<file path="src/hw/rtl/mag_scd_pkg.sv">
// shared types and constants for the magnetometer correct-and-denoise block
// no dependencies; imported by every module of the block

package mag_scd_pkg;

    // item widths on the stream ports
    localparam int S_TDATA_W = 48;
    localparam int S_TUSER_W = 16;
    localparam int M_TDATA_W = 72;

    // configuration port
    localparam int CFG_IDX_W  = 3;
    localparam int CFG_DATA_W = 20;

    // register indexes
    localparam logic [CFG_IDX_W-1:0] CFG_OFFSET_X    = 3'd0;
    localparam logic [CFG_IDX_W-1:0] CFG_OFFSET_Y    = 3'd1;
    localparam logic [CFG_IDX_W-1:0] CFG_OFFSET_Z    = 3'd2;
    localparam logic [CFG_IDX_W-1:0] CFG_GAIN_X      = 3'd3;
    localparam logic [CFG_IDX_W-1:0] CFG_GAIN_Y      = 3'd4;
    localparam logic [CFG_IDX_W-1:0] CFG_GAIN_Z      = 3'd5;
    localparam logic [CFG_IDX_W-1:0] CFG_WIDE_BAND   = 3'd6;
    localparam logic [CFG_IDX_W-1:0] CFG_NARROW_BAND = 3'd7;

    // register reset values
    localparam logic signed [15:0] OFFSET_X_RST    = 16'sd133;
    localparam logic signed [15:0] OFFSET_Y_RST    = 16'sd122;
    localparam logic signed [15:0] OFFSET_Z_RST    = -16'sd162;
    localparam logic        [15:0] GAIN_RST        = 16'd2457;
    localparam logic        [19:0] WIDE_BAND_RST   = 20'd3072;
    localparam logic        [19:0] NARROW_BAND_RST = 20'd1536;

    // status bits
    localparam int STAT1_READY_BIT = 0;
    localparam int STAT2_OVF_BIT   = 3;

    // low-pass coefficient, Q0.16
    localparam logic [15:0] ALPHA_Q16 = 16'd3604;

    // default depth of the queue between front and back
    localparam int QUEUE_DEPTH_DEF = 2;

    // configuration registers as seen by the logic
    typedef struct packed {
        logic signed [15:0] offset_x;
        logic signed [15:0] offset_y;
        logic signed [15:0] offset_z;
        logic        [15:0] gain_x;
        logic        [15:0] gain_y;
        logic        [15:0] gain_z;
        logic        [19:0] wide_band;
        logic        [19:0] narrow_band;
    } t_cfg;

    // one queued item: offset-corrected raw counts
    typedef struct packed {
        logic signed [16:0] dx;
        logic signed [16:0] dy;
        logic signed [16:0] dz;
    } t_q_entry;

    // queue status towards its neighbours
    typedef struct packed {
        logic full;
        logic empty;
    } t_q_stat;

endpackage

</file>
<file path="src/hw/rtl/mag_scd_front.sv">
// front end: takes input items, drops unusable samples, removes the configured offsets
// depends on mag_scd_pkg; feeds mag_scd_fifo

module mag_scd_front import mag_scd_pkg::*; (
    input  logic                 i_s_tvalid,
    output logic                 o_s_tready,
    input  logic [S_TDATA_W-1:0] i_s_tdata,  // x_raw, y_raw, z_raw
    input  logic [S_TUSER_W-1:0] i_s_tuser,  // status_one, status_two
    input  t_cfg                 i_cfg,
    input  t_q_stat              i_q_stat,
    output logic                 o_push,
    output t_q_entry             o_entry
);

    logic signed [15:0] x_raw;
    logic signed [15:0] y_raw;
    logic signed [15:0] z_raw;
    logic [7:0]         status_one;
    logic [7:0]         status_two;
    logic               sample_ok;

    assign x_raw      = i_s_tdata[15:0];
    assign y_raw      = i_s_tdata[31:16];
    assign z_raw      = i_s_tdata[47:32];
    assign status_one = i_s_tuser[7:0];
    assign status_two = i_s_tuser[15:8];

    // an item is taken whenever the queue has room
    assign o_s_tready = !i_q_stat.full;

    // data ready set and no overflow
    assign sample_ok = status_one[STAT1_READY_BIT] && !status_two[STAT2_OVF_BIT];
    assign o_push    = i_s_tvalid && o_s_tready && sample_ok;

    // offset removal, one bit of growth
    always_comb begin
        o_entry.dx = {x_raw[15], x_raw} - {i_cfg.offset_x[15], i_cfg.offset_x};
        o_entry.dy = {y_raw[15], y_raw} - {i_cfg.offset_y[15], i_cfg.offset_y};
        o_entry.dz = {z_raw[15], z_raw} - {i_cfg.offset_z[15], i_cfg.offset_z};
    end

endmodule

</file>
<file path="src/hw/rtl/mag_scd_fifo.sv">
// short register queue between the front and back ends
// depends on mag_scd_pkg for the entry and status types

module mag_scd_fifo import mag_scd_pkg::*; #(
    parameter int QUEUE_DEPTH = QUEUE_DEPTH_DEF
) (
    input  logic     i_clk,
    input  logic     i_rst_n,
    input  logic     i_push,
    input  t_q_entry i_entry,
    input  logic     i_pop,
    output t_q_entry o_head,
    output t_q_stat  o_stat
);

    localparam int PTR_W = (QUEUE_DEPTH > 1) ? $clog2(QUEUE_DEPTH) : 1;
    localparam int CNT_W = $clog2(QUEUE_DEPTH + 1);
    localparam logic [PTR_W-1:0] PTR_LAST = PTR_W'(QUEUE_DEPTH - 1);
    localparam logic [CNT_W-1:0] CNT_FULL = CNT_W'(QUEUE_DEPTH);

    t_q_entry         r_mem [QUEUE_DEPTH];
    logic [PTR_W-1:0] r_wr;
    logic [PTR_W-1:0] r_rd;
    logic [CNT_W-1:0] r_cnt;
    logic [CNT_W-1:0] n_cnt;

    assign o_stat.full  = (r_cnt == CNT_FULL);
    assign o_stat.empty = (r_cnt == '0);
    assign o_head       = r_mem[r_rd];

    always_comb begin
        n_cnt = r_cnt;
        if (i_push && !i_pop) begin
            n_cnt = r_cnt + 1'b1;
        end else if (!i_push && i_pop) begin
            n_cnt = r_cnt - 1'b1;
        end
    end

    // pointers and fill count
    always_ff @(posedge i_clk) begin
        if (!i_rst_n) begin
            r_wr  <= '0;
            r_rd  <= '0;
            r_cnt <= '0;
        end else begin
            r_cnt <= n_cnt;
            if (i_push) begin
                r_wr <= (r_wr == PTR_LAST) ? '0 : r_wr + 1'b1;
            end
            if (i_pop) begin
                r_rd <= (r_rd == PTR_LAST) ? '0 : r_rd + 1'b1;
            end
        end
    end

    // entry storage
    always_ff @(posedge i_clk) begin
        if (i_push) begin
            r_mem[r_wr] <= i_entry;
        end
    end

endmodule

</file>
<file path="src/hw/rtl/mag_scd_back.sv">
// back end: gain correction and x/y step filter on one shared multiplier
// depends on mag_scd_pkg; reads from mag_scd_fifo, drives the result stream

module mag_scd_back import mag_scd_pkg::*; (
    input  logic                 i_clk,
    input  logic                 i_rst_n,
    input  t_cfg                 i_cfg,
    input  t_q_stat              i_q_stat,
    input  t_q_entry             i_head,
    output logic                 o_pop,
    output logic                 o_m_tvalid,
    input  logic                 i_m_tready,
    output logic [M_TDATA_W-1:0] o_m_tdata   // x_field, y_field, z_field
);

    typedef enum logic [7:0] {
        S_IDLE = 8'b0000_0001,
        S_CX   = 8'b0000_0010,
        S_CY   = 8'b0000_0100,
        S_CZ   = 8'b0000_1000,
        S_FX   = 8'b0001_0000,
        S_FY   = 8'b0010_0000,
        S_FE   = 8'b0100_0000,
        S_OUT  = 8'b1000_0000
    } t_state;

    typedef enum logic [1:0] {
        CLS_WIDE   = 2'd0,
        CLS_NARROW = 2'd1,
        CLS_SMALL  = 2'd2
    } t_step_cls;

    localparam logic signed [40:0] SAT_MAX = 41'sd8388607;
    localparam logic signed [40:0] SAT_MIN = -41'sd8388608;

    // clamp to the signed 24-bit range
    function automatic logic signed [23:0] f_sat(input logic signed [40:0] v);
        logic signed [23:0] s_res;
        if (v > SAT_MAX) begin
            s_res = 24'sh7FFFFF;
        end else if (v < SAT_MIN) begin
            s_res = 24'sh800000;
        end else begin
            s_res = v[23:0];
        end
        return s_res;
    endfunction

    // Q.14 product to Q.8, round half up
    function automatic logic signed [23:0] f_corr(input logic signed [40:0] p);
        logic signed [40:0] s_t;
        s_t = (p + 41'sd32) >>> 6;
        return f_sat(s_t);
    endfunction

    // new filter memory for one axis
    function automatic logic signed [23:0] f_update(
        input t_step_cls          cls,
        input logic signed [23:0] last,
        input logic signed [23:0] v,
        input logic signed [40:0] prod
    );
        logic signed [24:0] s_sum;
        logic signed [40:0] s_rnd;
        logic signed [23:0] s_res;
        s_sum = {last[23], last} + {v[23], v};
        s_rnd = ((prod + 41'sd32768) >>> 16) + $signed({{17{last[23]}}, last});
        case (cls)
            CLS_WIDE:   s_res = v;
            CLS_NARROW: s_res = s_sum[24:1];
            CLS_SMALL:  s_res = f_sat(s_rnd);
            default:    s_res = v;
        endcase
        return s_res;
    endfunction

    t_state             r_state;
    t_state             n_state;
    t_q_entry           r_ent;
    logic signed [40:0] r_prod;
    logic signed [24:0] r_d;
    logic signed [23:0] r_x;
    logic signed [23:0] r_y;
    logic signed [23:0] r_z;
    logic signed [23:0] r_last_x;
    logic signed [23:0] r_last_y;
    logic               r_seeded;
    t_step_cls          r_cls;
    t_step_cls          n_cls;
    logic               r_ov;
    logic [M_TDATA_W-1:0] r_out;

    logic signed [24:0] mul_a;
    logic        [15:0] mul_b;
    logic signed [41:0] mul_p;
    logic        [24:0] d_mag;
    logic               out_load;

    // step class from the registered difference
    always_comb begin
        d_mag = r_d[24] ? 25'(-r_d) : 25'(r_d);
        if (d_mag > {5'b0, i_cfg.wide_band}) begin
            n_cls = CLS_WIDE;
        end else if (d_mag > {5'b0, i_cfg.narrow_band}) begin
            n_cls = CLS_NARROW;
        end else begin
            n_cls = CLS_SMALL;
        end
    end

    // shared multiplier operand select
    always_comb begin
        case (r_state)
            S_CX: begin
                mul_a = 25'(r_ent.dx);
                mul_b = i_cfg.gain_x;
            end
            S_CY: begin
                mul_a = 25'(r_ent.dy);
                mul_b = i_cfg.gain_y;
            end
            S_CZ: begin
                mul_a = 25'(r_ent.dz);
                mul_b = i_cfg.gain_z;
            end
            S_FX, S_FY: begin
                mul_a = r_d;
                mul_b = ALPHA_Q16;
            end
            default: begin
                mul_a = '0;
                mul_b = '0;
            end
        endcase
        mul_p = mul_a * $signed({1'b0, mul_b});
    end

    assign o_pop    = (r_state == S_IDLE) && !i_q_stat.empty;
    assign out_load = (r_state == S_OUT) && (!r_ov || i_m_tready);

    // sequencer next state
    always_comb begin
        n_state = r_state;
        case (r_state)
            S_IDLE:  if (!i_q_stat.empty) n_state = S_CX;
            S_CX:    n_state = S_CY;
            S_CY:    n_state = S_CZ;
            S_CZ:    n_state = S_FX;
            S_FX:    n_state = r_seeded ? S_FY : S_OUT;
            S_FY:    n_state = S_FE;
            S_FE:    n_state = S_OUT;
            S_OUT:   if (out_load) n_state = S_IDLE;
            default: n_state = S_IDLE;
        endcase
    end

    // control state
    always_ff @(posedge i_clk) begin
        if (!i_rst_n) begin
            r_state  <= S_IDLE;
            r_seeded <= 1'b0;
            r_last_x <= '0;
            r_last_y <= '0;
            r_ov     <= 1'b0;
        end else begin
            r_state <= n_state;
            if (r_state == S_FX && !r_seeded) begin
                r_seeded <= 1'b1;
                r_last_x <= r_x;
                r_last_y <= r_y;
            end
            if (r_state == S_FY) begin
                r_last_x <= f_update(r_cls, r_last_x, r_x, r_prod);
            end
            if (r_state == S_FE) begin
                r_last_y <= f_update(r_cls, r_last_y, r_y, r_prod);
            end
            if (out_load) begin
                r_ov <= 1'b1;
            end else if (i_m_tready) begin
                r_ov <= 1'b0;
            end
        end
    end

    // datapath registers
    always_ff @(posedge i_clk) begin
        r_prod <= mul_p[40:0];
        r_cls  <= n_cls;
        if (o_pop) begin
            r_ent <= i_head;
        end
        if (r_state == S_CY) begin
            r_x <= f_corr(r_prod);
        end
        if (r_state == S_CZ) begin
            r_y <= f_corr(r_prod);
            r_d <= {r_x[23], r_x} - {r_last_x[23], r_last_x};
        end
        if (r_state == S_FX) begin
            r_z <= f_corr(r_prod);
            r_d <= {r_y[23], r_y} - {r_last_y[23], r_last_y};
        end
        if (out_load) begin
            r_out <= {r_z, r_last_y, r_last_x};
        end
    end

    assign o_m_tvalid = r_ov;
    assign o_m_tdata  = r_out;

    // a result is only handed over once the filter has been seeded
    a_out_seeded: assert property (@(posedge i_clk) disable iff (!i_rst_n)
        (r_state == S_OUT) |-> r_seeded)
        else $error("result stage reached without seeded filter");

    // the queue is only read when it holds an item
    a_pop_nonempty: assert property (@(posedge i_clk) disable iff (!i_rst_n)
        o_pop |-> !i_q_stat.empty)
        else $error("queue read while empty");

    // a new result only comes from the hand-off step
    a_valid_source: assert property (@(posedge i_clk) disable iff (!i_rst_n)
        $rose(r_ov) |-> $past(r_state == S_OUT))
        else $error("result valid raised outside hand-off");

    // filter steps only run after the seed
    a_filter_seeded: assert property (@(posedge i_clk) disable iff (!i_rst_n)
        (r_state == S_FY || r_state == S_FE) |-> r_seeded)
        else $error("filter step before seed");

endmodule

</file>
<file path="src/hw/rtl/mag_sample_correct_and_denoise_top.sv">
// top level of the magnetometer correct-and-denoise block: register file and wiring
// depends on mag_scd_pkg, mag_scd_front, mag_scd_fifo and mag_scd_back

// Each accepted item is checked at once: a sample without data ready or with the
// overflow bit set is dropped with no result, any other goes, offset-corrected,
// into a short queue, and the input side takes a new item every cycle while that
// queue has room. The back end then works through each queued sample in these steps
// (queue read, three gain multiplies, two filter multiplies, the y update, hand-off),
// all on one shared 25 x 16 multiplier, and reads the next queued sample only once
// it has handed off the last; the seeding sample skips the filter. Results sit in an
// output register; the next sample is worked on while a result waits, and the back
// end holds at hand-off until the waiting result is taken. Configuration writes are
// taken every cycle and should be made while idle.

module mag_sample_correct_and_denoise_top import mag_scd_pkg::*; #(
    parameter int QUEUE_DEPTH = QUEUE_DEPTH_DEF
) (
    input  logic                  i_clk,
    input  logic                  i_rst_n,
    input  logic                  i_s_tvalid,
    output logic                  o_s_tready,
    input  logic [S_TDATA_W-1:0]  i_s_tdata,   // x_raw, y_raw, z_raw
    input  logic [S_TUSER_W-1:0]  i_s_tuser,   // status_one, status_two
    output logic                  o_m_tvalid,
    input  logic                  i_m_tready,
    output logic [M_TDATA_W-1:0]  o_m_tdata,   // x_field, y_field, z_field
    input  logic                  i_cfg_valid,
    output logic                  o_cfg_ready,
    input  logic [CFG_IDX_W-1:0]  i_cfg_index,
    input  logic [CFG_DATA_W-1:0] i_cfg_data
);

    t_cfg     r_cfg;
    t_q_stat  q_stat;
    t_q_entry q_in;
    t_q_entry q_head;
    logic     q_push;
    logic     q_pop;

    assign o_cfg_ready = 1'b1;

    // configuration registers
    always_ff @(posedge i_clk) begin
        if (!i_rst_n) begin
            r_cfg.offset_x    <= OFFSET_X_RST;
            r_cfg.offset_y    <= OFFSET_Y_RST;
            r_cfg.offset_z    <= OFFSET_Z_RST;
            r_cfg.gain_x      <= GAIN_RST;
            r_cfg.gain_y      <= GAIN_RST;
            r_cfg.gain_z      <= GAIN_RST;
            r_cfg.wide_band   <= WIDE_BAND_RST;
            r_cfg.narrow_band <= NARROW_BAND_RST;
        end else if (i_cfg_valid) begin
            case (i_cfg_index)
                CFG_OFFSET_X:    r_cfg.offset_x    <= i_cfg_data[15:0];
                CFG_OFFSET_Y:    r_cfg.offset_y    <= i_cfg_data[15:0];
                CFG_OFFSET_Z:    r_cfg.offset_z    <= i_cfg_data[15:0];
                CFG_GAIN_X:      r_cfg.gain_x      <= i_cfg_data[15:0];
                CFG_GAIN_Y:      r_cfg.gain_y      <= i_cfg_data[15:0];
                CFG_GAIN_Z:      r_cfg.gain_z      <= i_cfg_data[15:0];
                CFG_WIDE_BAND:   r_cfg.wide_band   <= i_cfg_data;
                CFG_NARROW_BAND: r_cfg.narrow_band <= i_cfg_data;
                default:         r_cfg             <= r_cfg;
            endcase
        end
    end

    mag_scd_front u_front (
        .i_s_tvalid (i_s_tvalid),
        .o_s_tready (o_s_tready),
        .i_s_tdata  (i_s_tdata),
        .i_s_tuser  (i_s_tuser),
        .i_cfg      (r_cfg),
        .i_q_stat   (q_stat),
        .o_push     (q_push),
        .o_entry    (q_in)
    );

    mag_scd_fifo #(
        .QUEUE_DEPTH (QUEUE_DEPTH)
    ) u_fifo (
        .i_clk   (i_clk),
        .i_rst_n (i_rst_n),
        .i_push  (q_push),
        .i_entry (q_in),
        .i_pop   (q_pop),
        .o_head  (q_head),
        .o_stat  (q_stat)
    );

    mag_scd_back u_back (
        .i_clk      (i_clk),
        .i_rst_n    (i_rst_n),
        .i_cfg      (r_cfg),
        .i_q_stat   (q_stat),
        .i_head     (q_head),
        .o_pop      (q_pop),
        .o_m_tvalid (o_m_tvalid),
        .i_m_tready (i_m_tready),
        .o_m_tdata  (o_m_tdata)
    );

endmodule
</file>
<file path="config.mk">
export PLATFORM = sky130hd
export DESIGN_NAME = mag_sample_correct_and_denoise_top
export DESIGN_NICKNAME = d
export VERILOG_FILES = /design/src/hw/rtl/mag_scd_pkg.sv /design/src/hw/rtl/mag_scd_front.sv /design/src/hw/rtl/mag_scd_fifo.sv /design/src/hw/rtl/mag_scd_back.sv /design/src/hw/rtl/mag_sample_correct_and_denoise_top.sv
export SDC_FILE = /design/constraint.sdc
export NUM_CORES = 2
export LEC_CHECK = 0
export ABC_AREA = 1
export ABC_CLOCK_PERIOD_IN_PS = 12400
export BUFFER_PORTS_ARGS = -buffer_cell sky130_fd_sc_hd__buf_2
export CAP_MARGIN = 20
export CORE_MARGIN = 2
export CORE_UTILIZATION = 65
export DETAILED_ROUTE_END_ITERATION = 10
export PLACE_DENSITY_LB_ADDON = 0.3
export SYNTH_ARGS = -nofsm -noshare
export SYNTH_HDL_FRONTEND = slang
export SYNTH_HIERARCHICAL = 1
export SYNTH_SLANG_ARGS = --single-unit
</file>
<file path="constraint.sdc">
create_clock -name i_clk -period 12.4 [get_ports i_clk]
set_input_delay 0.62 -clock i_clk [delete_from_list [all_inputs] [get_ports i_clk]]
set_output_delay 0.62 -clock i_clk [all_outputs]
set_load 0.02 [all_outputs]
</file>
* Word level (Yosys, flattened, before mapping)
Memory sizes are Yosys's and may differ from the RTL's. A register that Yosys moved wholly into a read port is not among the register bits.
Cells that the tools add are included.
** Storage, ports and cells
- Register bits after elaboration :: 410
- Bits in latches :: 0
- RAM bits :: 102
- ROM bits :: 0
- Bits of input ports :: 92
- Word-level logic and storage cells :: 132
- Memories :: 1
** Memories
- u_fifo.r_mem :: depth 2, width 51, rd ports 1, clocked after memory_dff 1, wr ports 1, line mag_scd_fifo.sv:21 : t_q_entry r_mem [QUEUE_DEPTH];
** Operators by class
- $add $sub $neg :: 16
- Multiply operators :: 1
- Div/mod/pow operators :: 0
- $lt $le $gt $ge :: 8
- Eq/ne operators :: 20
- Shift-type cells :: 0
- Multiplexer cells :: 30
- Bitwise logic cells :: 0
- Reduce and logical (&&, ||, !) cells :: 33
** Operators with widths (count)
- $mux 24 :: 10
- $pmux 25 s4 :: 1
- $pmux 24 s2 :: 2
- $gt 41x24->1 const B :: 2
- $lt 41x24->1 const B :: 2
- $mux 25 :: 3
- $pmux 16 s4 :: 1
- $pmux 8 s8 :: 1
- $add 25x24->26 :: 2
- $sub 16x16->17 :: 3
- $add 24x24->25 :: 2
- $gt 25x20->1 :: 2
- $sub 24x24->25 :: 2
- $add 41x17->41 const B :: 1
- $add 41x7->41 const B :: 1
- $mul 25x17->41 :: 1
- $gt 35x24->1 const B :: 1
- $lt 35x24->1 const B :: 1
- $neg 25->25 :: 1
- $mux 8 :: 3
- $reduce_and 2->1 :: 9
- $eq 3x3->1 const B :: 4
- $reduce_bool 2->1 :: 5
- $eq 8x1->1 const B :: 1
- 24 further kinds :: 47

* Depth between registers and ports, before layout
- Word-level depth :: 8
- Depth in mapped cells :: 35
- Gate-level depth less buffers :: 33

* Hierarchy
The synthesis kept the hierarchy.
** Modules (own cells, without submodules)
- mag_scd_back :: times used 1, cells each 5070, area each 38471.9 um2
- mag_sample_correct_and_denoise_top :: times used 1, cells each 734, area each 5165.0 um2
- mag_scd_fifo :: times used 1, cells each 194, area each 4164.0 um2
- mag_scd_front :: times used 1, cells each 655, area each 3203.1 um2

* Least setup slack after synthesis
OpenSTA, ideal clock, no wires.
- Path type :: register to register
- Start point :: reg u_back.r_state[6]
- End point :: reg u_back.r_prod[38]
- Setup time :: 0.072 ns
- Arrival time :: 6.976 ns
- Required time :: 12.328 ns
- Setup slack :: 5.352 ns
- Stages on the path, launching flop included :: 29
- Path buffers :: 1
- Cells stage by stage :: dfxtp_1 > inv_1 > nand2_1 > nor2_2 > nand2_1 > inv_2 > buf_2 > nand2_1 > nand3_1 > inv_1 > nor2_4 > inv_1 > fa_1 > inv_1 > fa_1 > inv_1 > fa_1 > fa_1 > fa_1 > fa_1 > inv_1 > ha_1 > nand2_1 > nor2_1 > inv_1 > nor4_1 > o21ai_0 > nand3_1 > xor2_1
** Between the ends
- Word-level cells in the longest chain between the ends :: 4
** RTL lines
- start, declared :: line mag_scd_back.sv:77 : t_state r_state;
- start signal, assigned :: line mag_scd_back.sv:166 : r_state <= n_state;
- $eq 8x6->1 or $eq 8x5->1 (tied branches) :: line mag_scd_back.sv:113 : case (r_state)
- $reduce_or 2->1 :: line mag_scd_back.sv:113
- $pmux 25 s4 or $pmux 16 s4 (tied branches) :: line mag_scd_back.sv:113
- $mul 25x17->41 (*) :: line mag_scd_back.sv:135 : mul_p = mul_a * $signed({1'b0, mul_b});
- named net u_back.mul_p[38] :: line mag_scd_back.sv:95 : logic signed [41:0] mul_p;
- end signal, assigned :: line mag_scd_back.sv:188 : r_prod <= mul_p[40:0];
- end, declared :: line mag_scd_back.sv:80 : logic signed [40:0] r_prod;
The timed path passes the listed nets; every way through them passes the cells marked *.
A chain may end at the register's enable or synchronous reset.

* Final worst setup path
- Start point :: reg u_back.r_state[7]
- End point :: reg u_back.r_prod[38]
Same word-level chain as after synthesis.

==> results.toml <==
[run_status]
status = "finished, final reports clean"

[drt]
wl_per_cell_um = 20.8
drc = 0
antenna_left = 0
drt-vias-per-instance = 5.77
wl_um = 163000
first_pass_iters = 6
first_iter_violations = 4546
vias = 45100

[min_path]
min_to = "r_cfg[101]"
hold_depth = 3
hold_start = "i_cfg_data[13]"
hold_class = "in2reg"

[floorplan]
start_util_pct = 65.7
dieArea_mm2 = 0.0807
die_w_um = 284
core-area_mm2 = 0.0776
placementRows = 102
io_pins = 167
fp.dieH_um = 284

[synthesis]
synth-compound-area-share_pct = 7.82
avgSynthCellArea_um2 = 7.67
synthMuxAreaShare_pct = 1.56
synth-seq-area-share_pct = 28.3
synth_top_cell_by_area = "edfxtp_1"
synth_seq_cells = 559
synthTopCellsByArea = "edfxtp_1, fa_1, nand2_1"
yosysWarnings = 6
netlist_instances = 6653
synth_fa_ha_area_share_pct = 23.8
synth_cell_types = 71
async_flop_share_pct = 0
ys.flop_type = "edfxtp_1"
synth-simple-area-share_pct = 24.2
yosysTopAreaCellShare_pct = 19.0
netlist_area_mm2 = 0.0510
synth_xor_area_share_pct = 3.16
synth_top_family_by_area = "simple AND/OR/NAND/NOR gates"
synth_edf_count = 322
synthesis.nets = 7477

[clock_network]
cts_buffer_depth = 3
cts_resized = 0
cts_setup_buffers = 0
hold_buffers = 0
htree_levels = 2
cts_tree = "done"
clockRootBuffer = "clkbuf_16"
clk_latency_ps = 690
path_clk_slew_ps = 70
clock-sinks = 559
cts_buffers = 61

[pwr]
intPower_mw = 3.46
powerDensity_mw_per_mm2 = 89.7
total_power_mw = 4.90
p_sw_mw = 1.45
ir_drop_v = 0.000115
leakage_nw = 26.7
pwr-share-clk_pct = 39.9
p_comb_share_pct = 14.7
switching_share_pct = 29.5
pwr-share-seq_pct = 45.3

[sta]
setup_viol = 0
fin_setup_tns_ps = 0
period_share_pct = 75.4
worst_slack_ps = 3060
finalMaxSlewViolations = 0
max-slew-margin-rel_pct = 19.8
max_freq_mhz = 107
hold_viol_final = 0
skew_ps = 63.6
rsz0062_at_grt = "no"
period_needed_ps = 9340
worst_pin_slew_ps = 1190

[worst_setup_path]
reg2reg_depth = 28
r2r_slack_ps = 3060
endpoint_kind = "flop"
regToRegStartpoint = "u_back/r_state[7]"
worst_ep_required_time_ps = 12970
worstReg2RegEnd = "u_back/r_prod[38]"
critical-path-top-cell-by-count = "inv_1"
max_stage_delay_ps = 940
startpoint_type = "flop"
worst-path-max-fanout = 32
arrival_ps = 9910
criticalPathCategory = "reg2reg"
slowest_stage = "fa_1"

[finish]
fin_area_mm2 = 0.0547
fillers = 6269
final_core_util_pct = 70.5
nNetsFinal = 7552
drive_above_1_share_pct = 7.57
multiInputGateArea_mm2 = 0.0309
syn_to_final_growth_pct = 7.18
seq_area_mm2 = 0.0144

[flow_run]
cap_violations = 0

[global_routing]
grt_pass1_vias = 44600
overflow = 0
grt_usage_pct = 40.2
grt_max_degree = 86
antenna_found_initial = 2
grt_pass1_wl_um = 250000

[placement]
io_buffers = 151
hpwl_um = 126000
post-place-ws_ps = 3250
gp_congestion = 1.00
postPlaceCellArea_mm2 = 0.0525
-- placed cells by master (no fill, tap or decap), types with 7 or more instances in the layout --
master,Yosys,layout
clkbuf_16,0,62
nand3_1,351,351
nor2_2,16,19
nand2_1,1590,1590
a31oi_1,22,22
o21a_1,15,15
a22o_1,14,14
clkinv_1,8,10
and3_1,8,8
o21bai_1,33,33
clkinv_2,0,7
nor2_4,6,10
nor3_1,50,50
fa_1,394,394
nand4_1,63,63
nand3_2,7,7
a21o_1,14,14
or2_1,8,8
buf_4,7,39
nor2_1,730,723
xnor2_1,59,59
nor4_1,12,12
edfxtp_1,322,322
ha_1,338,337
inv_2,20,21
nand2_2,23,23
xor2_1,125,125
clkbuf_1,76,11
o21ai_0,212,212
inv_1,1253,1252
nor3_2,18,18
or2_2,45,45
a21oi_1,350,346
buf_2,72,150
bufinv_16,0,8
mux2_4,50,50
dfxtp_1,237,236
-- power groups by stage --
stage / Clock [mW] / Sequential, mW / Combinational (mW)
CTS: 1.97 / 2.22 / 0.704
floorplan: 0 / 2.20 / 0.506
global route: 2.04 / 2.23 / 0.767
detailed placement: 0 / 2.26 / 0.695
global placement: 0 / 2.25 / 0.681
finish: 1.96 / 2.22 / 0.723
-- worst max-delay path, delay by kind of cell, from the launching register on --
| family | cells | cell delay (ps) |
|---|---|---|
| adders and majority gates | 7 | 4050 |
| buffers and inverters | 9 | 2060 |
| AOI/OAI and AO/OA | 1 | 170 |
| and+or+nand+nor | 10 | 2490 |
| xor gates and xnor gates | 1 | 150 |
| DFF | 1 | 320 |
-- worst max path at each step --
| stage | startpoint | to | slack, ps | depth (start not counted) |
|---|---|---|---|---|
| after floorplan | u_back/r_state[6] | u_back/r_prod[38] | 5350 | 28 |
| after detailed placement | u_back/r_state[6] | u_back/r_prod[38] | 3250 | 28 |
| after global routing | u_back/r_state[6] | u_back/r_prod[38] | 2560 | 28 |
| after CTS | u_back/r_state[6] | u_back/r_prod[38] | 3200 | 28 |
| final | u_back/r_state[7] | u_back/r_prod[38] | 3060 | 28 |
| after global placement | u_back/r_state[6] | u_back/r_prod[39] | 3470 | 28 |
-- per-layer routing --
metal / track usage (%) / share of wire, %
met2: 64.4 / 45
met3: 7.25 / 9.7
met1: 50.2 / 38
met5: 0 / 0
met4: 26.4 / 7.8
-- synthesized netlist by cell type (all sizes together), types with 2 or more instances --
| master | instances |
|---|---|
| o211ai | 6 |
| a31o | 4 |
| o2111ai | 2 |
| a21o | 14 |
| o21ai | 219 |
| edfxtp | 322 |
| a211oi | 5 |
| a21oi | 352 |
| nand2 | 1615 |
| nor4 | 16 |
| mux2i | 2 |
| a221oi | 5 |
| o21a | 15 |
| mux2 | 52 |
| nand4 | 65 |
| dfxtp | 237 |
| nor2 | 752 |
| nand3 | 359 |
| o31ai | 6 |
| ha | 338 |
| and3 | 8 |
| o21bai | 33 |
| a31oi | 22 |
| clkinv | 8 |
| o221ai | 3 |
| and2 | 3 |
| clkbuf | 77 |
| xnor2 | 59 |
| nand3b | 4 |
| nor3 | 69 |
| inv | 1273 |
| a32o | 3 |
| buf | 102 |
| or2 | 53 |
| a22o | 14 |
| xor2 | 125 |
| a21boi | 5 |
| fa | 394 |
| a22oi | 6 |
-- flip-flops by register name, indices dropped and copies added, names as in the netlist, named ones only --
name,flops
r_cfg,136
u_fifo/r_mem,102
u_back/o_m_tdata,72
u_back/r_ent,51
u_back/r_prod,36
u_back/r_d,25
u_back/r_last_x,24
u_back/r_last_y,24
u_back/r_x,24
u_back/r_y,24
u_back/r_z,24
u_back/r_state,8
u_back/r_cls,2
u_fifo/r_cnt,2
u_back/o_m_tvalid,1
u_back/r_seeded,1
u_fifo/r_rd,1
u_fifo/r_wr,1
-- cell families (layout without fill, tap and decap cells) --
family | count (synthesis) | after routing
buffers and inverters | 1460 | 1588
XOR/XNOR | 184 | 184
multiplexers | 54 | 54
flip-flops | 559 | 559
AO/OA/AOI/OAI | 716 | 716
adder cells (fa/ha/maj) | 732 | 732
other | 1 | 2
AND/OR/NAND/NOR | 2947 | 2947
-- layout make-up --
cell class              count  area share [%]
inverters                1281            8.80
multi-input cells        4634            56.5
well taps                1040            2.38
repair buffers            191            1.95
clock inverters            41            1.01
clock buffers              75            2.93
diodes                      1         0.00458
flip-flops and latches    559            26.4
-- per-stage QoR --
step	instances	hold slack [ps]
floorplan	6653	400
global placement	7702	400
detailed placement	7704	405
CTS	7820	126
global route	7821	151
finish	7822	136
(Power assumes the default switching activity.)
